$ cat src/rtl/core/smpq_pkg.sv
// Package for the sorted max-priority queue: sizes, operation codes and the
// structs passed between the cells. No dependencies.
`default_nettype none

package smpq_pkg;

	localparam int CAPACITY = 16;
	localparam int PRIO_W   = 32;
	localparam int CNT_W    = $clog2(CAPACITY + 1);
	localparam int ENTRY_W  = 5;

	localparam logic FUNC_INSERT = 1'b0;
	localparam logic FUNC_REMOVE = 1'b1;

	// Operation broadcast to every cell in the same cycle.
	typedef struct packed {
		logic              ins;
		logic              rem;
		logic [PRIO_W-1:0] prio;
	} smpq_cmd_t;

	// What a cell shows its neighbors.
	typedef struct packed {
		logic              lt;
		logic              valid;
		logic [PRIO_W-1:0] value;
	} smpq_link_t;

endpackage

`default_nettype wire

$ cat src/rtl/core/sorted_max_priority_queue.sv
// Sorted max-priority queue: a row of cells kept in descending order.
// The result strobe rises in the cycle after start; one item per cycle.
// Each cell compares with the new priority in parallel; a shift is one place.
// busy is always low and the receiver cannot stall; results are never held.
// Reset clears all valid bits and the entry count; the queue starts empty.
// Depends on smpq_pkg and smpq_cell.
`default_nettype none

module sorted_max_priority_queue (
	input  wire                          clk,
	input  wire                          arst_n,
	input  wire                          start,
	output logic                         busy,
	input  wire                          func,
	input  wire  [smpq_pkg::PRIO_W-1:0]  priority_req,
	output logic                         done,
	output logic                         done_ok,
	output logic [smpq_pkg::PRIO_W-1:0]  top_value,
	output logic [smpq_pkg::ENTRY_W-1:0] entry_count,
	output logic                         is_empty
);
	import smpq_pkg::*;

	smpq_cmd_t  cmd;
	smpq_link_t link [CAPACITY];
	smpq_link_t prev_link [CAPACITY];
	smpq_link_t next_link [CAPACITY];

	logic             full;
	logic             empty;
	logic [CNT_W-1:0] count_q;
	logic             done_q;
	logic             ok_q;

	assign full  = link[CAPACITY-1].valid;
	assign empty = !link[0].valid;

	assign cmd.ins  = start && (func == FUNC_INSERT) && !full;
	assign cmd.rem  = start && (func == FUNC_REMOVE) && !empty;
	assign cmd.prio = priority_req;

	genvar i;
	generate
		for (i = 0; i < CAPACITY; i++) begin : g_cell
			if (i == 0) begin : g_head
				assign prev_link[i] = '0;
			end else begin : g_mid
				assign prev_link[i] = link[i-1];
			end
			if (i == CAPACITY - 1) begin : g_tail
				assign next_link[i] = '0;
			end else begin : g_body
				assign next_link[i] = link[i+1];
			end
			smpq_cell u_cell (
				.clk    (clk),
				.arst_n (arst_n),
				.cmd    (cmd),
				.prev   (prev_link[i]),
				.next   (next_link[i]),
				.self   (link[i])
			);
		end
	endgenerate

	always_ff @(posedge clk or negedge arst_n) begin
		if (!arst_n) begin
			count_q <= '0;
			done_q  <= 1'b0;
			ok_q    <= 1'b0;
		end else begin
			done_q <= start;
			ok_q   <= cmd.ins || cmd.rem;
			if (cmd.ins) begin
				count_q <= count_q + CNT_W'(1);
			end else if (cmd.rem) begin
				count_q <= count_q - CNT_W'(1);
			end
		end
	end

	// The cells already hold the state after the step when the strobe is up.
	assign busy        = 1'b0;
	assign done        = done_q;
	assign done_ok     = ok_q;
	assign top_value   = link[0].valid ? link[0].value : '0;
	assign entry_count = ENTRY_W'({{ENTRY_W{1'b0}}, count_q});
	assign is_empty    = empty;

endmodule

`default_nettype wire

$ cat src/rtl/core/smpq_cell.sv
// One storage cell of the sorted queue: holds one entry and its valid bit.
// Depends on smpq_pkg for the command and link structs.
`default_nettype none

module smpq_cell (
	input  wire                       clk,
	input  wire                       arst_n,
	input  wire smpq_pkg::smpq_cmd_t  cmd,
	input  wire smpq_pkg::smpq_link_t prev,
	input  wire smpq_pkg::smpq_link_t next,
	output smpq_pkg::smpq_link_t      self
);
	import smpq_pkg::*;

	logic              valid_q;
	logic [PRIO_W-1:0] value_q;
	logic              lt;

	// An empty cell counts as smaller than anything, so the insert point is
	// the first cell that is empty or strictly smaller.
	assign lt = !valid_q || ($signed(value_q) < $signed(cmd.prio));

	assign self.lt    = lt;
	assign self.valid = valid_q;
	assign self.value = value_q;

	always_ff @(posedge clk or negedge arst_n) begin
		if (!arst_n) begin
			valid_q <= 1'b0;
		end else if (cmd.ins) begin
			if (lt && prev.lt) begin
				valid_q <= prev.valid;
			end else if (lt) begin
				valid_q <= 1'b1;
			end
		end else if (cmd.rem) begin
			valid_q <= next.valid;
		end
	end

	always_ff @(posedge clk) begin
		if (cmd.ins) begin
			if (lt && prev.lt) begin
				value_q <= prev.value;
			end else if (lt) begin
				value_q <= cmd.prio;
			end
		end else if (cmd.rem) begin
			value_q <= next.value;
		end
	end

endmodule

`default_nettype wire

$ cat config.mk
export PLATFORM = sky130hd
export DESIGN_NAME = sorted_max_priority_queue
export DESIGN_NICKNAME = d
export VERILOG_FILES = /design/src/rtl/core/smpq_pkg.sv /design/src/rtl/core/sorted_max_priority_queue.sv /design/src/rtl/core/smpq_cell.sv
export SDC_FILE = /design/constraint.sdc
export NUM_CORES = 2
export LEC_CHECK = 0
export BUFFER_PORTS_ARGS = -buffer_cell sky130_fd_sc_hd__buf_2
export CAP_MARGIN = 20
export CORE_MARGIN = 5
export CORE_UTILIZATION = 65
export DETAILED_ROUTE_END_ITERATION = 8
export PLACE_DENSITY = 0.9
export SLEW_MARGIN = 20
export SYNTH_ARGS = -nofsm -noshare
export SYNTH_HDL_FRONTEND = slang
export SYNTH_SLANG_ARGS = --single-unit
$ cat constraint.sdc
create_clock -name clk -period 16.2 [get_ports clk]
set_clock_uncertainty 0.15 [all_clocks]
set_input_delay 3.24 -clock clk [delete_from_list [all_inputs] [get_ports clk]]
set_output_delay 3.24 -clock clk [all_outputs]
set_load 0.01 [all_outputs]
==> impl_metrics.env <==
export IMPL_vias_per_cell=7.31
export IMPL_timing_final_crit_share_pct=45.7
export IMPL_proportion_of_layout_cells_with_a_drive_suffix_above_1_pct=7.54
export IMPL_placed_cells=4653
export IMPL_synth_async_sr_flop_share_pct=4.30
export IMPL_synth_largest_area_cell="sky130_fd_sc_hd__edfxtp_1"
export IMPL_cts_hold_buffers_added=0
export IMPL_power_per_cell_area_nw_per_um2=168
export IMPL_placement_io_buffers=75
export IMPL_cts_resized_gates=0
export IMPL_cts_tree="done"
export IMPL_drt_iter0_drc=5854
export IMPL_slew_headroom_pct=23.6
export IMPL_hold_path_class="reg2reg"
export IMPL_post_synth_instance_area_sq_um=38100
export IMPL_final_worst_path_period_need_ps=7400
export IMPL_power_net_switching_mw=3.04
export IMPL_p_clk_share_pct=18.0
export IMPL_share_seq_of_total_power_pct=38.0
export IMPL_dpl_cell_area_sq_um=38900
export IMPL_max_cap_viol_count=0
export IMPL_clk_pin_slew_worst_paths_ps=60
export IMPL_timing_critical_path_from_type="input port"
export IMPL_layout_area_overhead_vs_synth_pct=6.73
export IMPL_antenna_found_initial=0
export IMPL_nNetsFinal=4452
export IMPL_synth_area_leaders="sky130_fd_sc_hd__edfxtp_1, sky130_fd_sc_hd__ha_1, sky130_fd_sc_hd__nand2_1"
export IMPL_grt_overflow=0
export IMPL_synth_edff_count=512
export IMPL_drc_errors=0
export IMPL_setup_viol=0
export IMPL_avgRoutedWirePerCell_um=23.4
export IMPL_antenna_cells=0
export IMPL_synthCells=4074
export IMPL_setup_repair_after_global_routing_missed_its_margin="no"
export IMPL_slew_violations=0
export IMPL_synth_yosys_warnings=0
export IMPL_internal_power_mw=3.79
export IMPL_fp_dieW_um=252
export IMPL_run_status="finished clean"
export IMPL_clkLatencyLatePin_ps=640
export IMPL_rows=88
export IMPL_final_instance_count_excl_fill=4758
export IMPL_critPathArrivalTime_ps=7750
export IMPL_detailroute_via_count=34785
export IMPL_dieArea_sq_um=63500
export IMPL_setup_buffers_after_cts=0
export IMPL_setup_worst_path_end_class="flip-flop"
export IMPL_root_buffer="sky130_fd_sc_hd__clkbuf_16"
export IMPL_coreArea_sq_um=57800
export IMPL_effective_utilization_at_floorplan_pct=65.8
export IMPL_max_clock_path_buffers=3
export IMPL_final_setup_tns_ps=0
export IMPL_grt_pass1_wl_um=178000
export IMPL_synth_top_cell_area_share_pct=40.4
export IMPL_yosys_cell_types_count=68
export IMPL_power_switching_fraction_pct=44.5
export IMPL_p_leak_nw=16.0
export IMPL_synth_seq_cells=535
export IMPL_postSynth_topFlopCell="sky130_fd_sc_hd__edfxtp_1"
export IMPL_synthesized_nets=4579
export IMPL_vdd_drop_max_uv=158
export IMPL_count_of_fill_cells_added_during_filler_insertion=4173
export IMPL_num_io_pins=77
export IMPL_finish_utilization_pct=70.3
export IMPL_cts_buffers=57
export IMPL_fmaxAchievable_mhz=135
export IMPL_routed_wl_um=111000
export IMPL_postLayoutCellArea_sq_um=40600
export IMPL_grt_max_degree=194
export IMPL_number_of_nets_with_antenna_violations_after_detailed_routing=0
export IMPL_comb_power_share_pct=44.0
export IMPL_tightest_slew_ps=1150
export IMPL_ys_seq_area_share_pct=41.9
export IMPL_yosysMostFrequentCell="sky130_fd_sc_hd__nand2_1"
export IMPL_timing_final_hold_violations=0
export IMPL_first_global_vias=33419
export IMPL_htree_num_levels=2
export IMPL_critical_path_required_ps=16550
export IMPL_gpl_final_weighted_congestion=0.922
export IMPL_ys_top_cells_by_count="sky130_fd_sc_hd__nand2_1, sky130_fd_sc_hd__edfxtp_1, sky130_fd_sc_hd__ha_1"
export IMPL_path_class="in2reg"
export IMPL_drt_pass1_iterations=8
export IMPL_clkSinkCount=535
export IMPL_floorplan_die_height_um=252
export IMPL_gr_usage_all_layers_pct=33.5
export IMPL_syn_area_per_cell_sq_um=9.34
export IMPL_detailedPlacementHpwl_um=76400
export IMPL_path_max_fanout=66
## state kept, by name (all words and copies together), names as in the netlist
| signal | flops |
|---|---|
| done | 1 |
| entry_count | 5 |
| g_cell.u_cell.valid_q | 16 |
| done_ok | 1 |
| g_cell.u_cell.value_q | 512 |
## through the flow
stage	hold slack, ps	total power, mW	setup slack [ps]
after floorplan	323	4.63	7760
after global placement	312	5.32	8170
after detailed placement	318	5.49	8000
after CTS	334	6.73	8620
after global routing	350	7.20	8540
final	328	6.83	8800
## worst max-delay path, cell delays in order
cell and delay (ps):
sky130_fd_sc_hd__buf_2 110, sky130_fd_sc_hd__inv_1 590, sky130_fd_sc_hd__ha_1 300, sky130_fd_sc_hd__nand2_1 100
sky130_fd_sc_hd__nor4_1 360, sky130_fd_sc_hd__a32oi_1 220, sky130_fd_sc_hd__a2111oi_1 650, sky130_fd_sc_hd__o31a_1 270
sky130_fd_sc_hd__and2_4 620, sky130_fd_sc_hd__or2_1 970, sky130_fd_sc_hd__a221o_1 290
## area by class of cell
cell class | count | area [sq um] | area share [%]
Inverter | 46 | 180 | 0.444
Clock buffer | 74 | 1530 | 3.77
Sequential cell | 535 | 16000 | 39.3
Timing Repair Buffer | 154 | 1010 | 2.49
Multi-Input combinational cell | 3153 | 20900 | 51.3
Tap cell | 765 | 957 | 2.36
Clock inverter | 31 | 139 | 0.342
## layer usage
| layer | GRT usage [%] | vias to the layer above | share of wire [%] |
|---|---|---|---|
| met5 | 0 | - | 0 |
| met2 | 53.9 | 2654 | 46 |
| met1 | 46.4 | 16338 | 38 |
| met3 | 4.12 | 370 | 12 |
| met4 | 14.3 | 0 | 4.4 |
| li1 | - | 15423 | - |
## logic make-up (layout without fill, tap and decap cells)
family          count (synthesis)  after routing  synth area share (%)
flops                         535            535                  41.9
compound gates                936            936                  16.2
fa+ha+maj                     469            469                  15.4
simple gates                 1726           1726                  21.8
mux                            17             17                 0.467
xor+xnor                        4              4                0.0921
buf+inv                       386            305                  4.13
other cells                     1              1               0.00985
## layout by cell type (no fill, tap or decap), drive strengths merged, types with 4 or more instances in the layout
cell type / netlist / layout
mux2: 6 / 6
a32oi: 7 / 7
dfrtp: 23 / 23
and4: 19 / 19
a311oi: 4 / 4
a221oi: 9 / 9
nor2: 97 / 97
nor2b: 19 / 19
a221o: 204 / 204
or3: 35 / 35
mux2i: 11 / 11
nor3b: 8 / 8
or2: 5 / 5
inv: 46 / 47
nand4: 270 / 270
and2: 43 / 43
a31oi: 14 / 14
clkbuf: 280 / 74
o21ai: 361 / 361
edfxtp: 512 / 512
a211oi: 18 / 18
o211ai: 14 / 14
o21bai: 4 / 4
nor4: 43 / 43
ha: 468 / 468
nand2: 702 / 702
buf: 60 / 154
and3: 4 / 4
nand2b: 10 / 10
a21oi: 208 / 208
nor3: 185 / 185
a21o: 65 / 65
clkinv: 0 / 29
nand3: 284 / 284
## power groups by stage
stage	clock network [mW]	logic, mW	registers, mW
after floorplan	0	2.18	2.45
after global placement	0	2.76	2.57
after detailed placement	0	2.90	2.59
after CTS	1.23	2.93	2.57
after global routing	1.29	3.28	2.63
final	1.23	3.00	2.59
## worst paths after layout
path | start | to | slack, ps | cells past startpoint
max | priority_req[13] | g_cell[7].u_cell.value_q[3] | 8800 | 11
min | entry_count[4] | entry_count[4] | 330 | 1
min in group asynchronous | arst_n | g_cell[11].u_cell.valid_q | 2440 | 1
max reg2reg | g_cell[15].u_cell.valid_q | g_cell[14].u_cell.value_q[20] | 11560 | 8
min reg2reg | entry_count[4] | entry_count[4] | 330 | 1
max in group asynchronous | arst_n | done_ok | 13080 | 1
(Power assumes the default switching activity.)
